[src/design/trce_pkg.sv]
// Shared types and constants for the two-register CPU executor.
// No dependencies; trce_exec and the top level import this package.
package trce_pkg;

    localparam int DATA_W            = 16;
    localparam int PC_W              = 15;
    localparam int RAM_ADDR_BITS_DEF = 15;

    // Instruction word bit positions
    localparam int BIT_COMPUTE = 15;
    localparam int BIT_Y_MEM   = 12;
    localparam int BIT_ZX      = 11;
    localparam int BIT_NX      = 10;
    localparam int BIT_ZY      = 9;
    localparam int BIT_NY      = 8;
    localparam int BIT_F       = 7;
    localparam int BIT_NO      = 6;
    localparam int BIT_DEST_A  = 5;
    localparam int BIT_DEST_D  = 4;
    localparam int BIT_DEST_M  = 3;
    localparam int BIT_JLT     = 2;
    localparam int BIT_JEQ     = 1;
    localparam int BIT_JGT     = 0;

    typedef struct packed {
        logic [DATA_W-1:0] alu_result;
        logic              zero_flag;
        logic              negative_flag;
        logic              jump_taken;
        logic [PC_W-1:0]   next_pc;
        logic              mem_write;
        logic [DATA_W-1:0] a_value;
        logic [DATA_W-1:0] d_value;
    } trce_exec_t;

endpackage

[src/design/trce_exec.sv]
// Combinational execute stage: ALU, destination select, jump decision.
// Depends on trce_pkg.
module trce_exec (
    input  logic [trce_pkg::DATA_W-1:0] instruction,
    input  logic [trce_pkg::DATA_W-1:0] a,
    input  logic [trce_pkg::DATA_W-1:0] d,
    input  logic [trce_pkg::PC_W-1:0]   pc,
    input  logic [trce_pkg::DATA_W-1:0] y_mem,
    output trce_pkg::trce_exec_t        res
);
    import trce_pkg::*;

    logic [DATA_W-1:0] x0, x1, y0, y1, y2, f_out, r;
    logic [PC_W-1:0]   pc_inc;
    logic              zr, ng, jmp;

    always_comb
    begin
        y0     = instruction[BIT_Y_MEM] ? y_mem : a;
        x0     = instruction[BIT_ZX] ? '0 : d;
        x1     = instruction[BIT_NX] ? ~x0 : x0;
        y1     = instruction[BIT_ZY] ? '0 : y0;
        y2     = instruction[BIT_NY] ? ~y1 : y1;
        f_out  = instruction[BIT_F] ? (x1 + y2) : (x1 & y2);
        r      = instruction[BIT_NO] ? ~f_out : f_out;
        zr     = (r == '0);
        ng     = r[DATA_W-1];
        jmp    = (instruction[BIT_JLT] && ng) || (instruction[BIT_JEQ] && zr)
                 || (instruction[BIT_JGT] && !zr && !ng);
        pc_inc = pc + PC_W'(1);

        if (!instruction[BIT_COMPUTE])
        begin
            // load immediate into A
            res.alu_result    = '0;
            res.zero_flag     = 1'b0;
            res.negative_flag = 1'b0;
            res.jump_taken    = 1'b0;
            res.next_pc       = pc_inc;
            res.mem_write     = 1'b0;
            res.a_value       = {1'b0, instruction[PC_W-1:0]};
            res.d_value       = d;
        end
        else
        begin
            res.alu_result    = r;
            res.zero_flag     = zr;
            res.negative_flag = ng;
            res.jump_taken    = jmp;
            res.next_pc       = jmp ? a[PC_W-1:0] : pc_inc;
            res.mem_write     = instruction[BIT_DEST_M];
            res.a_value       = instruction[BIT_DEST_A] ? r : a;
            res.d_value       = instruction[BIT_DEST_D] ? r : d;
        end
    end

endmodule

[config.mk]
export PLATFORM = sky130hd
export DESIGN_NAME = trce_exec
export DESIGN_NICKNAME = d
export VERILOG_FILES = /design/src/design/trce_pkg.sv /design/src/design/trce_exec.sv
export SDC_FILE = /design/constraint.sdc
export NUM_CORES = 1
export LEC_CHECK = 0
export BUFFER_PORTS_ARGS = -buffer_cell sky130_fd_sc_hd__buf_2
export CAP_MARGIN = 0
export CORE_ASPECT_RATIO = 0.8
export CORE_MARGIN = 2
export CORE_UTILIZATION = 45
export DETAILED_ROUTE_END_ITERATION = 8
export GPL_TIMING_DRIVEN = 1
export PLACE_DENSITY = 0.77
export SYNTH_ARGS = -nofsm -noshare
export SYNTH_HDL_FRONTEND = slang
export SYNTH_SLANG_ARGS = --single-unit
export TNS_END_PERCENT = 1
[constraint.sdc]
create_clock -name vclk -period 6.38
set_clock_uncertainty 0.05 [all_clocks]
set_input_delay 0.638 -clock vclk [all_inputs]
set_output_delay 0.638 -clock vclk [all_outputs]
set_load 0.01 [all_outputs]
==> results of run 1 <==
-- per-stage QoR --
step	power, mW	instance area, sq um	std cells	hold WS [ps]
floorplan	0.4203	3189	445	1310
finish	0.6095	3931	653	1517
detailed placement	0.6007	3931	653	1519
CTS	0.6046	3931	653	1517
global route	0.6627	3931	653	1541
global placement	0.5870	3931	653	1517
-- how the worst max path moves through the flow --
stage	depth (start not counted)	end
final	16	res[38]
after global routing	16	res[38]
after CTS	16	res[38]
after detailed placement	16	res[38]
after global placement	16	res[38]
after floorplan	16	res[40]
-- power breakdown --
part,switching [mW],total (mW),internal [mW]
clock network,0,0,0
registers,0,0,0
logic,0.349,0.610,0.261
total,0.349,0.610,0.261
-- metal layers --
metal,vias up,share of wire [%],GRT usage [%]
li1,1848,-,-
met1,1777,44,33.82
met2,148,48,43.90
met3,14,6.4,2.113
met4,0,1.2,3.889
met5,-,0,0
-- synthesized netlist by cell type (all sizes together), types with 2 or more instances --
library cell	count
o21a	5
xor2	23
and3	6
clkbuf	23
and2	13
o211ai	5
or4	5
nand2	25
mux2	25
inv	8
o31ai	4
or3	2
o2bb2ai	5
and4	2
nand2b	25
nand3	9
nor3	9
a31oi	6
nor2b	6
o21ai	16
o2111a	2
nor2	49
o211a	4
mux2i	32
a211oi	10
ha	17
a311oi	2
nand3b	4
a21oi	30
or2	2
a21o	5
buf	8
xnor2	40
nand4	5
-- worst max-delay path: stages --
cell and delay (ps):
buf_2 90, buf_4 270, mux2i_1 220, nor2_1 60
xor2_1 150, ha_1 390, o211ai_1 350, o211ai_2 220
a31oi_1 540, a211oi_1 130, nor3_1 660, nand2b_1 230
o41ai_2 90, a31oi_4 590, mux2_2 420, buf_2 140
-- final cells by class --
cell class                 instances  share of cell area, %
multi-input combinational        406                  76.67
inverter                           8                 0.8275
tap                               87                  2.769
timing repair buffer             152                  19.73
-- cell families (layout without fill, tap and decap cells) --
| kind of cell | after synthesis | after routing |
|---|---|---|
| multiplexers | 57 | 57 |
| adder cells (fa/ha/maj) | 18 | 18 |
| XOR/XNOR | 63 | 63 |
| AND/OR/NAND/NOR | 166 | 166 |
| AO/OA/AOI/OAI | 102 | 102 |
| buffers and inverters | 39 | 160 |
==> metrics.txt, run 1 <==
CP startpoint kind primary input; wire length per cell between 15 and 20 um; TNS Setup 0 ps; antenna violations before repair 0; multi-input logic area approximately 3000 sq um; Clock buffer cells 0; most common cell after layout, fill and taps aside buf_2; setup ws final a little under 500 ps; worst slew pin tran ~820 ps; HP Start pc[0]; final slew viol count 0; Cell variety after synth 60; Hold Path Stages 3; Worst setup EP type primary output; main area contributors after synthesis xnor2_1 11%, mux2i_1 10%, ha_1 6.7%, mux2_2 6.4%, xor2_1 6.3%; Compound-Gate Fraction of Synth Area a little under a quarter; P_leak roughly 1.9 nW; end of the worst hold path res[33]; post-synthesis xor/xnor area fraction 17.30%; Simple-Gate Fraction of Synth Area about 27%; Port-buffer cells roughly 150; Total GRT Usage approximately 25%; routability cong. between 0.9 and 1; Vias/cell 5.799; CP Data Arrival Time 5210 ps; Final nets 665; post-CTS setup buffers 0; Post-Syn Area about 3200 sq um; Chip Height ~79 um; Via Count between 3,000 and 4,000; IO Count approximately 150; Initial DRC Count 193; Site Rows 27; cell taking the most area after synthesis xnor2_1; Die X between 90 and 100 um; worst hold-check path type primary input to primary output; num sequential 0; critical path fanouts, max 16; CTS hold repair buffers 0; Max Cap Violations 0; Final period util about 92%; core box area just under 7000 sq um; Syn. warnings 0; Final Hold Viols 0; first-pass GRT wire length approximately 16,000 um; # diodes 0; Antenna Nets Post-Route 0; post-synth top area share ~11%; most frequent cells in the layout 146 x buf_2, 49 x nor2_1, 40 x xnor2_1, 32 x mux2i_1, 29 x a21oi_1; cell count after synthesis roughly 450; vias in the first global route around 3,400; outcome complete, no violations; adder-cell area share of the yosys netlist ~7.3%; Syn-to-layout area delta 23.26%; Fillers between 600 and 700; Setup violations, final 0; FF/Latch Area 0 sq um; First-pass DRT Iterations 4; placed wire-length estimate about 8600 um; final core utilization between 50% and 60%; fin crit period ~5900 ps; initial core utilization ~47%; die area 7781 sq um; largest family of logic cells by synthesized area simple AND/OR/NAND/NOR gates; VDD IR max between 80 and 90 uV; RSZ-0062 raised after global routing no; share of cells above drive strength 1 33.57%; Mean Syn Cell Area 7.167 sq um; largest net degree at the start of global routing 40; drt drc 0; Power Dens Cells around 160 nW/um^2; dpl ws just over 500 ps; Critical Path Start instruction[12]; Setup Crit Path Kind primary input to primary output; Seq/Total Area, Yosys 0%; Max transition margin between 40% and 50%; grt total ovfl 0; Synthesized Nets around 540; WL final 10,690 um; Gates resized, CTS repair 0; Fmax between 150 and 200 MHz; Req. time, crit path between 5000 and 6000 ps; post-synthesis mux area share between 10% and 20%
(Power assumes the default switching activity.)
==> run 2, diff against run 1 <==
--- a/config.mk
+++ b/config.mk
@@ -13,6 +13,7 @@
 export DETAILED_ROUTE_END_ITERATION = 8
 export GPL_TIMING_DRIVEN = 1
 export PLACE_DENSITY = 0.77
+export REMOVE_ABC_BUFFERS = 1
 export SYNTH_ARGS = -nofsm -noshare
 export SYNTH_HDL_FRONTEND = slang
 export SYNTH_SLANG_ARGS = --single-unit
==> run 2 against run 1 <==
- non-clock buffer count unchanged
- total power down 0.84%
- via count up 0.21%
- core utilization unchanged
- combinational power down 1%
- final cell count unchanged
- first-iteration DRC count up 11%
==> metrics.txt, run 2 (same netlist as run 1, synthesis figures left out) <==
first-pass GRT wire length 16,860 um (+2.6%); met1 Use GR 34.57% (+0.75 points); die area 7781 sq um (unchanged); Max Cap Violations 0 (unchanged); Via Count 3,795 (+0.21%); Critical Path Start instruction[12]; core box area 6858 sq um (unchanged); Vias/cell 5.812 (+0.21%); Total GRT Usage 25.78% (+0.84 points); met2 Track Usage GR 46.64% (+2.7 points); met3 usage 1.673% (-0.44 points); Antenna Nets Post-Route 0 (unchanged); Clock buffer cells 0 (unchanged); critical path fanouts, max 16 (unchanged); clock network power share 0% (unchanged); Final period util 92.34% (about the same); most frequent cells in the layout 146 x buf_2, 49 x nor2_1, 40 x xnor2_1, 32 x mux2i_1, 29 x a21oi_1; HP Start pc[0]; design area 3931 sq um (unchanged); CTS hold repair buffers 0 (unchanged); Setup Crit Path Kind primary input to primary output; final slew viol count 0 (unchanged); fin crit period 5892 ps (-2.841 ps); VDD IR max 87.12 uV (+7.9%); num sequential 0 (unchanged); Site Rows 27 (unchanged); post-CTS setup buffers 0 (unchanged); WL final 10,890 um (+1.9%); Final Hold Viols 0 (unchanged); switching power 0.3462 mW (-0.69%); Req. time, crit path 5690 ps (about the same); Die X 98.13 um (unchanged); share of cells above drive strength 1 33.57% (unchanged); worst hold-check path type primary input to primary output; CP startpoint kind primary input; Syn-to-layout area delta 23.26% (unchanged); IO Count 146 (unchanged); most common cell after layout, fill and taps aside buf_2; final core utilization 57.33% (unchanged); Chip Height 79.30 um (unchanged); worst slew pin tran 873.0 ps (+57.83 ps); routability cong. 0.9093 (+0.51%); vias in the first global route 3,484 (+2.8%); Setup violations, final 0 (unchanged); grt total ovfl 0 (unchanged); Power Dens Cells 153.8 nW/um^2 (-0.84%); RSZ-0062 raised after global routing no; Net Sw Frac 57.28% (+0.085 points); Comb pwr share 100.0% (about the same); TNS Setup 0 ps (unchanged); Hold WS 1525 ps (+7.340 ps); drt drc 0 (unchanged); Worst setup EP type primary output; Fillers 683 (+0.74%); Int Pwr 0.2582 mW (-1.0%); Initial DRC Count 215 (+11%); wire length per cell 16.68 um (+1.9%); FF/Latch Area 0 sq um (unchanged); total power 0.6044 mW (-0.84%); outcome complete, no violations; largest net degree at the start of global routing 40 (unchanged); # diodes 0 (unchanged); placed wire-length estimate 8690 um (+1.2%); Flop pwr share 0% (unchanged); initial core utilization 46.51% (unchanged); CP Data Arrival Time 5200 ps (about the same); busiest grt layer met2; Final nets 665 (unchanged); P_leak 1.903 nW (unchanged); First-pass DRT Iterations 5 (+1); antenna violations before repair 0 (unchanged); Max transition margin 41.66% (-3.9 points); Gates resized, CTS repair 0 (unchanged); placed cell areas 3931 sq um (unchanged); Fmax 169.7 MHz (about the same); Port-buffer cells 146 (unchanged)
==> run 2: layout make-up <==
type                            instances  area [sq um]  area share, %
Multi-Input combinational cell        406          3014          76.67
Timing Repair Buffer                  152         775.7          19.73
Tap cell                               87         108.9          2.769
Inverter                                8         32.53         0.8275
==> run 2: final timing paths <==
check,cells past startpoint,end
max,16,res[34]
min,3,res[33]
==> run 2: power by group through the flow <==
stage / clock network, mW / registers [mW] / logic, mW
global placement: 0 / 0 / 0.581
floorplan: 0 / 0 / 0.395
CTS: 0 / 0 / 0.597
global route: 0 / 0 / 0.656
detailed placement: 0 / 0 / 0.594
finish: 0 / 0 / 0.604
==> run 2: critical path, stage by stage <==
cell and delay [ps]:
buf_2 190, mux2i_1 200, nor2_1 70, xor2_1 150, ha_1 240, fa_1 450
a211oi_2 360, o2111a_1 230, nor3_2 70, or4_1 500, mux2i_1 150, nand4_1 220
or4_4 550, a31oi_4 610, mux2_2 410, buf_2 140
==> run 2: per-stage QoR <==
stage / cells / worst slack (ps)
after floorplan: 414 / 1200
after global placement: 653 / 643.7
after detailed placement: 653 / 528.3
after CTS: 653 / 520.3
after global routing: 653 / 279.7
final: 653 / 488.4
==> run 2: metal layers <==
layer | routed length (um) | share of wire [%]
met5 | 0 | 0
met4 | 108 | 0.99
met3 | 937 | 8.6
met2 | 5213 | 48
met1 | 4632 | 43
==> run 3, diff against run 2 <==
--- a/config.mk
+++ b/config.mk
@@ -9,10 +9,11 @@
 export CAP_MARGIN = 0
 export CORE_ASPECT_RATIO = 0.8
 export CORE_MARGIN = 2
-export CORE_UTILIZATION = 45
+export CORE_UTILIZATION = 50
 export DETAILED_ROUTE_END_ITERATION = 8
+export GPL_ROUTABILITY_DRIVEN = 0
 export GPL_TIMING_DRIVEN = 1
-export PLACE_DENSITY = 0.77
+export PLACE_DENSITY = 0.85
 export REMOVE_ABC_BUFFERS = 1
 export SYNTH_ARGS = -nofsm -noshare
 export SYNTH_HDL_FRONTEND = slang
==> run 3 against run 2 <==
- maximum frequency decreased by 0.11%
- via count grew 0.47%
- die area down 9.6%
- combinational power is essentially flat
- global-route usage increased by 2.9 points
- non-clock buffer count stayed put
- largest power group unchanged
==> metrics.txt, run 3 (same netlist as run 1, synthesis figures left out) <==
outcome complete, no violations; Cell Chain, Critical Path buf_2 -> mux2i_1 -> nor2_1 -> xor2_1 -> ha_1 -> fa_1 -> a211oi_2 -> o2111a_1 -> nor3_2 -> or4_1 -> mux2i_1 -> nand4_1 -> or4_4 -> a31oi_4 -> mux2_2 -> buf_2; # diodes 0 (unchanged); CTS hold repair buffers 0 (unchanged); die area 7038 sq um (-9.6%); crit-path leading delay family simple AND/OR/NAND/NOR gates; First-pass DRT Iterations 5 (unchanged); CP max stage cell a31oi_4; vias in the first global route 3,467 (-0.49%); Setup Crit Path Kind primary input to primary output; Chip Height 75.44 um (-4.9%); wire length per cell 16.66 um (about the same); Comb pwr share 100.0% (about the same); Total GRT Usage 28.67% (+2.9 points); Final period util 92.45% (+0.10 points); Power Dens Cells 154.1 nW/um^2 (+0.25%); worst hold-check path type primary input to primary output; Max Cap Violations 0 (unchanged); Final Hold Viols 0 (unchanged); drt drc 0 (unchanged); largest net degree at the start of global routing 40 (unchanged); CP Data Arrival Time 5210 ps (about the same); Hold WS 1530 ps (+5.510 ps); Req. time, crit path 5690 ps (about the same); Syn-to-layout area delta 23.03%; placed wire-length estimate 8595 um (-1.1%); Net Sw Frac 57.04% (-0.24 points); CP startpoint kind primary input; Site Rows 25 (-7.4%); IO Count 146 (unchanged); total power 0.6048 mW (about the same); fin crit period 5898 ps (+6.395 ps); core box area 6037 sq um (-12%); critical path fanouts, max 16 (unchanged); final slew viol count 0 (unchanged); FF/Latch Area 0 sq um (unchanged); Initial DRC Count 283 (+32%); antenna violations before repair 1 (+1); Antenna Nets Post-Route 0 (unchanged); Vias/cell 5.893 (+1.4%); TNS Setup 0 ps (unchanged); num sequential 0 (unchanged); P_leak 1.903 nW (unchanged); Clock buffer cells 0 (unchanged); WP buf/inv 2 (unchanged); share of cells above drive strength 1 33.57% (unchanged); clock network power share 0% (unchanged); Via Count 3,813 (+0.47%); post-CTS setup buffers 0 (unchanged); Int Pwr 0.2598 mW (+0.62%); Die X 93.30 um (-4.9%); Fmax 169.5 MHz (-0.11%); Max transition margin 41.26% (-0.39 points); Setup violations, final 0 (unchanged); RSZ-0062 raised after global routing no; Final nets 665 (unchanged); WL final 10,780 um (-1.0%); initial core utilization 52.83% (+6.3 points); Worst setup EP type primary output; most frequent cells in the layout 146 x buf_2, 49 x nor2_1, 40 x xnor2_1, 32 x mux2i_1, 29 x a21oi_1; first-pass GRT wire length 16,590 um (-1.6%); Gates resized, CTS repair 0 (unchanged); most common cell after layout, fill and taps aside buf_2; Port-buffer cells 146 (unchanged); CP peak stage delay 620 ps (about the same); placed cell areas 3924 sq um (-0.19%); switching power 0.3450 mW (-0.36%); Flop pwr share 0% (unchanged); design area 3924 sq um (-0.19%); grt total ovfl 0 (unchanged); VDD IR max 96.84 uV (+11%); worst slew pin tran 878.9 ps (+5.853 ps)
run 3: power by group through the flow:
stage                     clock network, mW  logic, mW  registers, mW
after floorplan                           0      0.395              0
after global placement                    0      0.577              0
after detailed placement                  0      0.593              0
after CTS                                 0      0.597              0
after global routing                      0      0.658              0
final                                     0      0.605              0
run 3: worst paths after layout:
check | from | endpoint | slack [ps] | cells after the start
worst max-delay path | instruction[12] | res[39] | 480 | 16
worst min-delay path | d[7] | res[7] | 1530 | 4
run 3: metal layers:
metal	wire [um]	track usage, %
met2	5274	52.84
met3	1028	2.868
met1	4399	37.75
met4	70	3.595
met5	10	0
run 3: final cells by class:
type               instances  area [sq um]
fillers                  541          2113
multi-input cells        406          3014
repair buffers           152         775.7
well taps                 81         101.3
inverters                  8         32.53
run 3: metrics by stage:
step | utilization [%] | setup WS (ps) | instances
2_1_floorplan | - | 1200 | 414
3_3_place_gp | 64.99 | 680.5 | 647
3_5_place_dp | 64.99 | 518.7 | 647
4_1_cts | 64.99 | 514.8 | 647
5_1_grt | 64.99 | 256.0 | 647
6_report | 64.99 | 482.0 | 647
